--- src/design/pouc_pkg.sv ---
// Shared types, constants and helper functions of the pattern occurrence counter.
package pouc_pkg;

    localparam int MAX_PATTERN_DEF = 32;

    localparam int SYM_W    = 2;
    localparam int PAT_W    = 64;
    localparam int LEN_W    = 6;
    localparam int WGT_W    = 16;
    localparam int NIB_W    = 4;
    localparam int CNT_W    = 32;
    localparam int MIN_W    = 32;
    localparam int CFG_W    = 64;
    localparam int GSUM_W   = 6;
    localparam int WSUM_W   = 9;
    localparam int CAND_W   = CNT_W + 3;
    localparam int LHS_W    = CNT_W + WSUM_W;
    localparam int RHS_W    = MIN_W + LEN_W;
    localparam int GRP_SIZE = 4;

    localparam logic [PAT_W-1:0] PAT_RST = '0;
    localparam logic [LEN_W-1:0] LEN_RST = LEN_W'(1);
    localparam logic [WGT_W-1:0] WGT_RST = 16'h4663;
    localparam logic [MIN_W-1:0] MIN_RST = '0;

    typedef enum logic [1:0] {
        CFG_PATTERN,
        CFG_LENGTH,
        CFG_WEIGHTS,
        CFG_MIN_UTIL
    } cfg_index_t;

    typedef struct packed {
        logic [SYM_W-1:0] symbol;
        logic             sequence_end;
        logic             database_end;
    } in_word_t;

    typedef struct packed {
        logic [CNT_W-1:0] sequence_count;
        logic [CNT_W-1:0] total_count;
        logic             is_candidate;
        logic             is_frequent;
        logic             final_result;
    } out_word_t;

    // What one cell hands to its right-hand neighbor.
    typedef struct packed {
        logic             vld;
        logic [SYM_W-1:0] sym;
    } cell_link_t;

    // Controls broadcast to every cell of the chain.
    typedef struct packed {
        logic shift;
        logic clear;
    } cell_ctl_t;

    // A finished sequence handed from the matcher to the result pipeline.
    typedef struct packed {
        logic             valid;
        logic [CNT_W-1:0] seq_count;
        logic             last;
    } seq_done_t;

    function automatic logic [SYM_W-1:0] pat_sym(input logic [PAT_W-1:0] pat,
                                                 input logic [4:0] idx);
        return pat[{idx, 1'b0} +: SYM_W];
    endfunction

    function automatic logic [NIB_W-1:0] sym_weight(input logic [WGT_W-1:0] wgt,
                                                    input logic [SYM_W-1:0] sym);
        return wgt[{sym, 2'b00} +: NIB_W];
    endfunction

endpackage

--- src/design/pouc_cell.sv ---
// One cell of the window chain: holds one earlier symbol and compares it to its pattern slot.
module pouc_cell #(
    parameter int IDX = 1
) (
    input  logic                           clk,
    input  logic                           rst_n,
    input  pouc_pkg::cell_ctl_t            ctl,
    input  pouc_pkg::cell_link_t           link_in,
    output pouc_pkg::cell_link_t           link_out,
    input  logic [pouc_pkg::PAT_W-1:0]     pattern,
    input  logic [pouc_pkg::LEN_W-1:0]     len_eff,
    output logic                           mismatch
);
    import pouc_pkg::*;

    logic             vld_reg;
    logic             vld_next;
    logic [SYM_W-1:0] sym_reg;
    logic [SYM_W-1:0] sym_next;
    logic [LEN_W-1:0] pos;
    logic             active;

    always_comb
    begin
        vld_next = vld_reg;
        sym_next = sym_reg;
        if (ctl.shift)
        begin
            sym_next = link_in.sym;
            vld_next = link_in.vld && !ctl.clear;
        end
    end

    always_ff @(posedge clk or negedge rst_n)
    begin
        if (!rst_n)
        begin
            vld_reg <= 1'b0;
        end
        else
        begin
            vld_reg <= vld_next;
        end
    end

    always_ff @(posedge clk)
    begin
        sym_reg <= sym_next;
    end

    // This cell holds the symbol IDX places back, which must equal pattern slot len-1-IDX.
    assign pos      = len_eff - LEN_W'(IDX + 1);
    assign active   = len_eff > LEN_W'(IDX);
    assign mismatch = active && (!vld_reg || (sym_reg != pat_sym(pattern, pos[4:0])));
    assign link_out = '{vld: vld_reg, sym: sym_reg};

endmodule

--- src/design/pouc_wsum.sv ---
// Registered two-level adder tree for the summed utility weight of the pattern.
module pouc_wsum #(
    parameter int MAX_PATTERN = pouc_pkg::MAX_PATTERN_DEF
) (
    input  logic                           clk,
    input  logic [pouc_pkg::PAT_W-1:0]     pattern,
    input  logic [pouc_pkg::WGT_W-1:0]     weights,
    input  logic [pouc_pkg::LEN_W-1:0]     len_eff,
    output logic [pouc_pkg::WSUM_W-1:0]    wsum
);
    import pouc_pkg::*;

    localparam int NGRP = (MAX_PATTERN + GRP_SIZE - 1) / GRP_SIZE;

    logic [GSUM_W-1:0] grp_reg  [NGRP];
    logic [GSUM_W-1:0] grp_next [NGRP];
    logic [WSUM_W-1:0] wsum_reg;
    logic [WSUM_W-1:0] wsum_next;

    always_comb
    begin
        for (int g = 0; g < NGRP; g++)
        begin
            grp_next[g] = '0;
            for (int k = 0; k < GRP_SIZE; k++)
            begin
                if ((g * GRP_SIZE + k < MAX_PATTERN) &&
                    (LEN_W'(g * GRP_SIZE + k) < len_eff))
                begin
                    grp_next[g] = grp_next[g] + GSUM_W'(sym_weight(weights,
                                  pat_sym(pattern, 5'(g * GRP_SIZE + k))));
                end
            end
        end
    end

    always_comb
    begin
        wsum_next = '0;
        for (int g = 0; g < NGRP; g++)
        begin
            wsum_next = wsum_next + WSUM_W'(grp_reg[g]);
        end
    end

    always_ff @(posedge clk)
    begin
        grp_reg  <= grp_next;
        wsum_reg <= wsum_next;
    end

    assign wsum = wsum_reg;

endmodule

--- src/design/pouc_result.sv ---
// Result pipeline: running total, threshold products and compares, and the output register.
module pouc_result (
    input  logic                           clk,
    input  logic                           rst_n,
    input  pouc_pkg::seq_done_t            done,
    output logic                           take_ok,
    input  logic [pouc_pkg::WSUM_W-1:0]    wsum,
    input  logic [pouc_pkg::MIN_W-1:0]     min_utility,
    input  logic [pouc_pkg::LEN_W-1:0]     len_eff,
    output logic                           out_valid,
    input  logic                           out_stall,
    output pouc_pkg::out_word_t            out_word
);
    import pouc_pkg::*;

    logic v1_reg, v2_reg, v3_reg, v4_reg, v5_reg;
    logic rdy1, rdy2, rdy3, rdy4, rdy5;

    logic [CNT_W-1:0] seq1_reg, seq2_reg, seq3_reg, seq4_reg;
    logic             last1_reg, last2_reg, last3_reg, last4_reg;
    logic [CNT_W-1:0] tot2_reg, tot3_reg, tot4_reg;
    logic [CNT_W-1:0] total_reg;
    logic [CNT_W-1:0] total_next;
    logic [CNT_W:0]   tot_sum;
    logic [CNT_W-1:0] tot_sat;
    logic [CAND_W-1:0] cand_next, cand3_reg;
    logic [RHS_W-1:0]  rhs_next, rhs3_reg, rhs4_reg;
    logic [LHS_W-1:0]  lhs_next, lhs4_reg;
    logic              cflag_next, cflag4_reg;
    logic              fflag_next;
    out_word_t         out_reg;
    out_word_t         out_next;

    // A stage can take a new word when it is empty or its word moves on.
    assign rdy5    = !v5_reg || !out_stall;
    assign rdy4    = !v4_reg || rdy5;
    assign rdy3    = !v3_reg || rdy4;
    assign rdy2    = !v2_reg || rdy3;
    assign rdy1    = !v1_reg || rdy2;
    assign take_ok = rdy1;

    assign tot_sum    = {1'b0, total_reg} + {1'b0, seq1_reg};
    assign tot_sat    = tot_sum[CNT_W] ? '1 : tot_sum[CNT_W-1:0];
    assign total_next = last1_reg ? '0 : tot_sat;

    assign cand_next  = {1'b0, tot2_reg, 2'b00} + {2'b00, tot2_reg, 1'b0};
    assign rhs_next   = min_utility * len_eff;
    assign lhs_next   = tot3_reg * wsum;
    assign cflag_next = cand3_reg >= CAND_W'(min_utility);
    assign fflag_next = lhs4_reg >= LHS_W'(rhs4_reg);

    always_comb
    begin
        out_next.sequence_count = seq4_reg;
        out_next.total_count    = tot4_reg;
        out_next.is_candidate   = last4_reg && cflag4_reg;
        out_next.is_frequent    = last4_reg && fflag_next;
        out_next.final_result   = last4_reg;
    end

    always_ff @(posedge clk or negedge rst_n)
    begin
        if (!rst_n)
        begin
            v1_reg    <= 1'b0;
            v2_reg    <= 1'b0;
            v3_reg    <= 1'b0;
            v4_reg    <= 1'b0;
            v5_reg    <= 1'b0;
            total_reg <= '0;
        end
        else
        begin
            if (rdy1)
            begin
                v1_reg <= done.valid;
            end
            if (rdy2)
            begin
                v2_reg <= v1_reg;
            end
            if (rdy3)
            begin
                v3_reg <= v2_reg;
            end
            if (rdy4)
            begin
                v4_reg <= v3_reg;
            end
            if (rdy5)
            begin
                v5_reg <= v4_reg;
            end
            if (rdy2 && v1_reg)
            begin
                total_reg <= total_next;
            end
        end
    end

    always_ff @(posedge clk)
    begin
        if (rdy1 && done.valid)
        begin
            seq1_reg  <= done.seq_count;
            last1_reg <= done.last;
        end
        if (rdy2 && v1_reg)
        begin
            seq2_reg  <= seq1_reg;
            tot2_reg  <= tot_sat;
            last2_reg <= last1_reg;
        end
        if (rdy3 && v2_reg)
        begin
            seq3_reg  <= seq2_reg;
            tot3_reg  <= tot2_reg;
            last3_reg <= last2_reg;
            cand3_reg <= cand_next;
            rhs3_reg  <= rhs_next;
        end
        if (rdy4 && v3_reg)
        begin
            seq4_reg   <= seq3_reg;
            tot4_reg   <= tot3_reg;
            last4_reg  <= last3_reg;
            cflag4_reg <= cflag_next;
            lhs4_reg   <= lhs_next;
            rhs4_reg   <= rhs3_reg;
        end
        if (rdy5 && v4_reg)
        begin
            out_reg <= out_next;
        end
    end

    assign out_valid = v5_reg;
    assign out_word  = out_reg;

endmodule

--- src/design/pattern_occurrence_utility_counter.sv ---
// Top level: counts occurrences of a configured DNA pattern per sequence and per database.
// Throughput: one symbol word per clock unless the full result pipeline is stalled; the cell
// chain compares a full window against the pattern in the cycle the symbol arrives.
// Results: the word for a sequence is registered through the five-stage total/multiply/compare
// pipeline, starting at the accepting edge of the symbol that ends the sequence.
// Reset: asynchronous, active low; registers return to their reset values, counts to zero.
module pattern_occurrence_utility_counter #(
    parameter int MAX_PATTERN = pouc_pkg::MAX_PATTERN_DEF
) (
    input  logic                        clk,
    input  logic                        rst_n,
    input  logic                        in_valid,
    output logic                        in_stall,
    input  pouc_pkg::in_word_t          in_word,
    output logic                        out_valid,
    input  logic                        out_stall,
    output pouc_pkg::out_word_t         out_word,
    input  logic                        cfg_valid,
    output logic                        cfg_ready,
    input  pouc_pkg::cfg_index_t        cfg_index,
    input  logic [pouc_pkg::CFG_W-1:0]  cfg_data
);
    import pouc_pkg::*;

    // Cell i (from 1) holds the symbol i places back in the current sequence. With a
    // one-symbol pattern there is still one cell, which then never takes part.
    localparam int NCELL = (MAX_PATTERN > 1) ? MAX_PATTERN - 1 : 1;

    logic [PAT_W-1:0] pat_reg, pat_next;
    logic [LEN_W-1:0] len_reg, len_next;
    logic [WGT_W-1:0] wgt_reg, wgt_next;
    logic [MIN_W-1:0] min_reg, min_next;
    logic [CNT_W-1:0] seq_cnt_reg, seq_cnt_next;

    logic             cfg_we;
    logic [LEN_W-1:0] len_eff;
    logic [LEN_W-1:0] len_m1;
    logic             take_ok;
    logic             in_take;
    logic             seq_close;
    logic             head_ok;
    logic             hit;
    logic [CNT_W-1:0] seq_new;
    logic [NCELL-1:0] mism;
    logic [WSUM_W-1:0] wsum;
    cell_ctl_t        cell_ctl;
    cell_link_t       head_link;
    cell_link_t       links [NCELL];
    seq_done_t        done;

    // Configuration writes are always taken.
    assign cfg_ready = 1'b1;
    assign cfg_we    = cfg_valid && cfg_ready;

    always_comb
    begin
        pat_next = pat_reg;
        len_next = len_reg;
        wgt_next = wgt_reg;
        min_next = min_reg;
        if (cfg_we)
        begin
            case (cfg_index)
                CFG_PATTERN:  pat_next = cfg_data;
                CFG_LENGTH:   len_next = cfg_data[LEN_W-1:0];
                CFG_WEIGHTS:  wgt_next = cfg_data[WGT_W-1:0];
                CFG_MIN_UTIL: min_next = cfg_data[MIN_W-1:0];
                default:      pat_next = pat_reg;
            endcase
        end
    end

    // A length of zero behaves as one, and one above the chain's reach as its maximum.
    assign len_eff = (len_reg == '0) ? LEN_W'(1) :
                     ((len_reg > LEN_W'(MAX_PATTERN)) ? LEN_W'(MAX_PATTERN) : len_reg);
    assign len_m1  = len_eff - LEN_W'(1);

    // An input word is taken whenever the result pipeline has room for a finished sequence.
    assign in_stall  = !take_ok;
    assign in_take   = in_valid && take_ok;
    assign seq_close = in_word.sequence_end || in_word.database_end;

    assign cell_ctl  = '{shift: in_take, clear: seq_close};
    assign head_link = '{vld: 1'b1, sym: in_word.symbol};

    for (genvar i = 0; i < NCELL; i++)
    begin : g_cell
        if (i == 0)
        begin : g_first
            pouc_cell #(
                .IDX (i + 1)
            ) u_cell (
                .clk      (clk),
                .rst_n    (rst_n),
                .ctl      (cell_ctl),
                .link_in  (head_link),
                .link_out (links[i]),
                .pattern  (pat_reg),
                .len_eff  (len_eff),
                .mismatch (mism[i])
            );
        end
        else
        begin : g_next
            pouc_cell #(
                .IDX (i + 1)
            ) u_cell (
                .clk      (clk),
                .rst_n    (rst_n),
                .ctl      (cell_ctl),
                .link_in  (links[i-1]),
                .link_out (links[i]),
                .pattern  (pat_reg),
                .len_eff  (len_eff),
                .mismatch (mism[i])
            );
        end
    end

    // The arriving symbol closes a window that matches when it equals the last pattern
    // symbol and every active cell agrees; an empty cell means the window is not full yet.
    assign head_ok = in_word.symbol == pat_sym(pat_reg, len_m1[4:0]);
    assign hit     = head_ok && !(|mism);
    assign seq_new = seq_cnt_reg + CNT_W'(hit && (seq_cnt_reg != '1));

    always_comb
    begin
        seq_cnt_next = seq_cnt_reg;
        if (in_take)
        begin
            seq_cnt_next = seq_close ? '0 : seq_new;
        end
    end

    assign done = '{valid: in_take && seq_close, seq_count: seq_new,
                    last: in_word.database_end};

    always_ff @(posedge clk or negedge rst_n)
    begin
        if (!rst_n)
        begin
            pat_reg     <= PAT_RST;
            len_reg     <= LEN_RST;
            wgt_reg     <= WGT_RST;
            min_reg     <= MIN_RST;
            seq_cnt_reg <= '0;
        end
        else
        begin
            pat_reg     <= pat_next;
            len_reg     <= len_next;
            wgt_reg     <= wgt_next;
            min_reg     <= min_next;
            seq_cnt_reg <= seq_cnt_next;
        end
    end

    // After a write, the weight sum settles through the group and sum registers, before any result needs it.
    pouc_wsum #(
        .MAX_PATTERN (MAX_PATTERN)
    ) u_wsum (
        .clk     (clk),
        .pattern (pat_reg),
        .weights (wgt_reg),
        .len_eff (len_eff),
        .wsum    (wsum)
    );

    pouc_result u_result (
        .clk         (clk),
        .rst_n       (rst_n),
        .done        (done),
        .take_ok     (take_ok),
        .wsum        (wsum),
        .min_utility (min_reg),
        .len_eff     (len_eff),
        .out_valid   (out_valid),
        .out_stall   (out_stall),
        .out_word    (out_word)
    );

endmodule

--- config.mk ---
export PLATFORM = sky130hd
export DESIGN_NAME = pattern_occurrence_utility_counter
export DESIGN_NICKNAME = d
export VERILOG_FILES = /design/src/design/pouc_pkg.sv /design/src/design/pouc_cell.sv /design/src/design/pouc_wsum.sv /design/src/design/pouc_result.sv /design/src/design/pattern_occurrence_utility_counter.sv
export SDC_FILE = /design/constraint.sdc
export NUM_CORES = 2
export LEC_CHECK = 0
export BUFFER_PORTS_ARGS = -buffer_cell sky130_fd_sc_hd__buf_2
export CAP_MARGIN = 25
export CELL_PAD_IN_SITES_DETAIL_PLACEMENT = 1
export CELL_PAD_IN_SITES_GLOBAL_PLACEMENT = 2
export CORE_MARGIN = 2
export CORE_UTILIZATION = 30
export CTS_BUF_LIST = sky130_fd_sc_hd__clkbuf_2
export CTS_CLUSTER_SIZE = 25
export DETAILED_ROUTE_END_ITERATION = 7
export PLACE_DENSITY = 0.68
export SLEW_MARGIN = 20
export SYNTH_ARGS = -nofsm -noshare
export SYNTH_HDL_FRONTEND = slang
export SYNTH_HIERARCHICAL = 1
export SYNTH_SLANG_ARGS = --single-unit
--- constraint.sdc ---
create_clock -name clk -period 27.3 [get_ports clk]
set_clock_uncertainty 0.05 [all_clocks]
set_input_delay 4.095 -clock clk [delete_from_list [all_inputs] [get_ports clk]]
set_output_delay 4.095 -clock clk [all_outputs]
set_load 0.03 [all_outputs]
[After elaboration in Yosys (flattened, before gate mapping)]
Cells that the tools add are included.
Word-level totals
  register bits: 785
  latch bits: 0
  memory bits (writable): 0
  bits in read-only memories: 0
  bits of input ports: 75
  memories kept: 0
Cells by class
  add/sub/neg operators: 66
  multiply operators: 2
  divide/modulo/power cells: 0
  magnitude comparators: 66
  equal/unequal tests: 36
  shifts and indexed selects: 64
  multiplexer cells: 37
  bitwise gates (word level): 0
  reductions and logical operators: 156
Operators by type and width (number)
  64-bit by 7-bit indexed part select with 2-bit output: 32
  16-bit by 5-bit indexed part select with 4-bit output: 32
  6-bit two-way mux: 25
  6-bit by 4-bit adder with 6-bit output: 23
  6-bit by 5-bit greater-than comparator with 1-bit output (second input constant): 16
  5-bit by 6-bit less-than comparator with 1-bit output (first input constant): 16
  32-bit two-way mux: 3
  5-bit subtractor (second input constant): 16
  1-bit logical AND: 72
  2-bit != test: 31
  9-bit by 6-bit adder with 9-bit output: 6
  6-bit by 4-bit greater-than comparator with 1-bit output (second input constant): 8
  4-bit by 6-bit less-than comparator with 1-bit output (first input constant): 8
  41-bit by 38-bit greater-or-equal comparator with 1-bit output: 1
  32-bit by 9-bit multiplier with 41-bit output: 1
  1-bit zero test: 40
  5-bit by 4-bit subtractor with 5-bit output (second input constant): 8
  32-bit by 6-bit multiplier with 38-bit output: 1
  1-bit logical OR: 37
  34-bit by 33-bit adder with 35-bit output: 1
  35-bit by 32-bit greater-or-equal comparator with 1-bit output: 1
  32-bit by 32-bit adder with 33-bit output: 1
  32-bit by 1-bit adder with 32-bit output: 1
  4-bit two-way mux: 8
  other kinds (21): 39

[Logic depth before layout (Yosys ltp)]
  depth in word-level cells: 14
  mapped depth: 32
  mapped depth without buffers: 26

[Modules after synthesis]
The synthesis kept the hierarchy.
By module, submodules not included
  pouc_result: instances 1, cells each 2999, area an instance 34379.2 um^2
  pouc_wsum: instances 1, cells each 1008, area an instance 10655.2 um^2
  pattern_occurrence_utility_counter: instances 1, cells each 601, area an instance 7204.4 um^2
  pouc_cell (g_cell[13].g_next.u_cell): instances 1, cells each 96, area an instance 967.2 um^2
  pouc_cell (g_cell[9].g_next.u_cell): instances 1, cells each 79, area an instance 939.7 um^2
  pouc_cell (g_cell[1].g_next.u_cell): instances 1, cells each 88, area an instance 932.1 um^2
  pouc_cell (g_cell[29].g_next.u_cell): instances 1, cells each 105, area an instance 924.6 um^2
  pouc_cell (g_cell[15].g_next.u_cell): instances 1, cells each 89, area an instance 919.6 um^2
  pouc_cell (g_cell[17].g_next.u_cell): instances 1, cells each 88, area an instance 919.6 um^2
  pouc_cell (g_cell[11].g_next.u_cell): instances 1, cells each 78, area an instance 900.9 um^2
  pouc_cell (g_cell[27].g_next.u_cell): instances 1, cells each 89, area an instance 899.6 um^2
  pouc_cell (g_cell[7].g_next.u_cell): instances 1, cells each 88, area an instance 878.3 um^2
  pouc_cell (g_cell[19].g_next.u_cell): instances 1, cells each 86, area an instance 865.8 um^2
  pouc_cell (g_cell[21].g_next.u_cell): instances 1, cells each 72, area an instance 850.8 um^2
  +20 rows

[Worst setup path after synthesis]
Ideal clock, no wire load.
  kind: input-to-reg
  from: input port out_stall
  to: register u_result.cflag4_reg (enable)
  library setup time: 668 ps
  arrival time: 10720 ps
  required time: 26582 ps
  path slack: 15861 ps
  cell stages on the path: 2
  path buffers: 0
  cells stage by stage: and3_1 nor2b_1
On the way
  word-level cells in the longest chain between the ends: 4
RTL lines
  from (decl): RTL line pattern_occurrence_utility_counter.sv:16  | input logic out_stall,
  1-bit zero test: RTL line pouc_result.sv:35  | assign rdy5 = !v5_reg || !out_stall;
  1-bit logical OR: RTL line pouc_result.sv:35
  1-bit logical OR: RTL line pouc_result.sv:36  | assign rdy4 = !v4_reg || rdy5;
  1-bit logical AND: RTL line pouc_result.sv:122  | if (rdy4 && v3_reg)
  to (signal assigned): RTL line pouc_result.sv:127  | cflag4_reg <= cflag_next;
  to (decl): RTL line pouc_result.sv:29  | logic cflag_next, cflag4_reg;
Every way passes these cells.
A chain may end at the register's enable or synchronous reset.

[Final worst setup path]
  from: register len_reg[2]
  to: register seq_cnt_reg[26]
On the way
  word-level cells in the longest chain between the ends: 14
  elaborated cells between the ends (all ways): 199
  those cells by class: add/sub (33); order compare (32); eq/ne (32); shift (32); mux (3); reduce/logical (67)
RTL lines
  from (decl): RTL line pattern_occurrence_utility_counter.sv:30  | logic [LEN_W-1:0] len_reg, len_next;
  from (signal assigned): RTL line pattern_occurrence_utility_counter.sv:151  | len_reg <= len_next;
  6-bit greater-than comparator: RTL line pattern_occurrence_utility_counter.sv:75  | ((len_reg > LEN_W'(MAX_PATTERN)) ? LEN_W'(MAX_PATTERN) : len_reg);
  6-bit two-way mux: RTL line pattern_occurrence_utility_counter.sv:75
  6-bit two-way mux (*): RTL line pattern_occurrence_utility_counter.sv:74  | assign len_eff = (len_reg == '0) ? LEN_W'(1) :
  5-bit subtractor: RTL line pouc_cell.sv:52  | assign pos = len_eff - LEN_W'(IDX + 1);
  64-bit by 7-bit indexed part select with 2-bit output: RTL line pouc_pkg.sv:68  | return pat[{idx, 1'b0} +: SYM_W];
  2-bit != test: RTL line pouc_cell.sv:54  | assign mismatch = active && (!vld_reg || (sym_reg != pat_sym(pattern, pos[4:0])));
  1-bit logical OR: RTL line pouc_cell.sv:54
  1-bit logical AND (*): RTL line pouc_cell.sv:54
  via mism[25]: RTL line pattern_occurrence_utility_counter.sv:44  | logic [NCELL-1:0] mism;
  31-bit OR reduction (*): RTL line pattern_occurrence_utility_counter.sv:123  | assign hit = head_ok && !(|mism);
  1-bit zero test (*): RTL line pattern_occurrence_utility_counter.sv:123
  1-bit logical AND (*): RTL line pattern_occurrence_utility_counter.sv:123
  1-bit logical AND (*): RTL line pattern_occurrence_utility_counter.sv:124  | assign seq_new = seq_cnt_reg + CNT_W'(hit && (seq_cnt_reg != '1));
  32-bit by 1-bit adder with 32-bit output (*): RTL line pattern_occurrence_utility_counter.sv:124
  32-bit two-way mux (*): RTL line pattern_occurrence_utility_counter.sv:131  | seq_cnt_next = seq_close ? '0 : seq_new;
  to (signal assigned): RTL line pattern_occurrence_utility_counter.sv:154  | seq_cnt_reg <= seq_cnt_next;
  to (decl): RTL line pattern_occurrence_utility_counter.sv:33  | logic [CNT_W-1:0] seq_cnt_reg, seq_cnt_next;
The timed path passes the listed nets; every way through them passes the cells marked *.

==> run summary <==
Via count of the first global-routing pass - 64900
Cts repair resizes - 0
Worst Setup End Kind - flop
Port bufs - 143
Fin util - 32.5%
Root Driver - clkbuf_2
Htree depth - 4
Fin Setup TNS - 0 ps
Slew headroom - 28.2%
Num rows - 187
CTS tree - built
# IOs - 145
Period utilisation layout - 35.6%
Synth Instances - 7092
Max Fclk - 103 MHz
Class of the worst hold path - flop to flop
Core Region - 259000 sq um
Routed WL - 303000 um
Via count - 61900
Vert. Die Dim - 514 um
Nets - 8077
Skew-Pair Late Insertion Delay - 1750 ps
Clk sinks - 783
Largest net degree at the start of global routing - 141
Crit. Startpoint - len_reg[2]
Final Hold Vio Count - 0
Drt drc - 0
Max reg flops - 67
CP max stage cell - a2111oi_2
Max Cap Viol - 0
Global-route wire length before repair - 444000 um
Area grow syn2layout - 7.98%
WS Path Type - flop to flop
Die area - 264000 sq um
Peak fanout along the critical path - 121
Flop2flop setup slack - 17590 ps
Clock Tree Buf Depth - 4
Final Setup Violations - 0
Starting density of the core - 30.1%
Routed wire per std cell - 28.0 um
Least-Margin Pin Slew - 1080 ps
Worst Setup Start Kind - flop
Layout cells sized above 1 - 19.5%
Tmin final - 9710 ps
Placed standard-cell area - 81900 sq um
Post-DR vias/cell - 5.72
Crit path to - seq_cnt_reg[26]
Hold Slack - 311 ps
Arr. time, crit path - 11290 ps
Initial antenna violation count - 27
YS warnings - 6
Clock Pin Slew Worst Setup and Hold Paths - 100 ps
Drt pass-1 iters - 8
CTS Buf Count - 219
Iter 0 DRT Violations - 5720
Die extent in x - 514 um
GR Overflow Total - 0
Worst EP required - 28880 ps
Hold buffer count at cts - 0
Cell Area, Synth - 77900 sq um
DP HPWL - 197000 um
Post-CTS Setup Inserts - 0
R2R Path End - seq_cnt_reg[26]
RePlAce Congestion - 0.865
Cells on worst reg2reg path - 28
Status - finished clean
Synthesized area per cell - 11.0 sq um
Slowest cell delay on critical path - 870 ps
Antenna viol nets, final - 0
Slew Viols, Final - 0
Unrepaired setup endpoints after global routing - no
Worst r2r src - len_reg[2]
Tot GR Track Use - 22.5%
Post-Layout Inst Area - 84100 sq um
worst min path at each step:
stage / start / end / cells after the start
after floorplan: u_result/last2_reg / u_result/last3_reg / 0
after global placement: u_result/tot4_reg[9] / u_result/out_word[12] / 0
after detailed placement: u_result/rhs3_reg[8] / u_result/rhs4_reg[8] / 0
after CTS: g_cell[12].g_next.u_cell/sym_reg[1] / g_cell[13].g_next.u_cell/sym_reg[1] / 0
after global routing: g_cell[27].g_next.u_cell/sym_reg[0] / g_cell[28].g_next.u_cell/sym_reg[0] / 0
final: g_cell[12].g_next.u_cell/sym_reg[1] / g_cell[13].g_next.u_cell/sym_reg[1] / 0
layout make-up:
type	count	area, sq um
Clock buffer	309	1550
Tap cell	3402	4260
Timing Repair Buffer	298	2020
Antenna cell	21	52.6
Inverter	635	2410
Fill cell	28900	175000
Multi-Input combinational cell	5283	51200
Sequential cell	783	22000
Clock inverter	89	612
layer usage:
metal  global-route usage [%]  vias to the layer above  wire length, um
li1                         -                    26500                -
met1                     28.8                    31900           124000
met2                     36.3                     2630           140000
met3                     4.25                      827            22000
met4                     11.4                        6            16800
met5                        0                        -               46
through the flow:
step / setup WS [ps] / instances
floorplan: 15860 / 7093
global placement: 17380 / 10400
detailed placement: 17250 / 10400
CTS: 17580 / 10800
global route: 16820 / 10800
finish: 17590 / 10800
cell usage in the layout (no fill, tap or decap), drive strengths merged, types with 57 or more instances in the layout:
cell and instances:
nand3 106, o21ai 222, ha 389, mux2i 398
nand4 91, and2 276, mux2 202, nor2b 147
mux4 459, buf 298, nand2 659, xor2 110
clkbuf 309, nor2 215, a31oi 63, nor3 62
dfrtp 210, clkinv 77, xnor2 199, a211oi 70
a21o 148, inv 636, nand2b 60, edfxtp 508
dfxtp 57, a22oi 81, a21oi 265, a22o 73
fa 393
worst max-delay path, delay by kind of cell, from the launching register on:
family | cells | cell delay [ps]
AOI/OAI and AO/OA | 7 | 2830
xor gates and xnor gates | 1 | 120
adders and majority gates | 3 | 1310
buffers and inverters | 4 | 2060
DFF | 1 | 470
muxes | 1 | 330
and+or+nand+nor | 12 | 2460
Power is left out: the tool's default activity adds up to more than one toggle a clock period on the data nets, which glitch-free logic cannot reach.
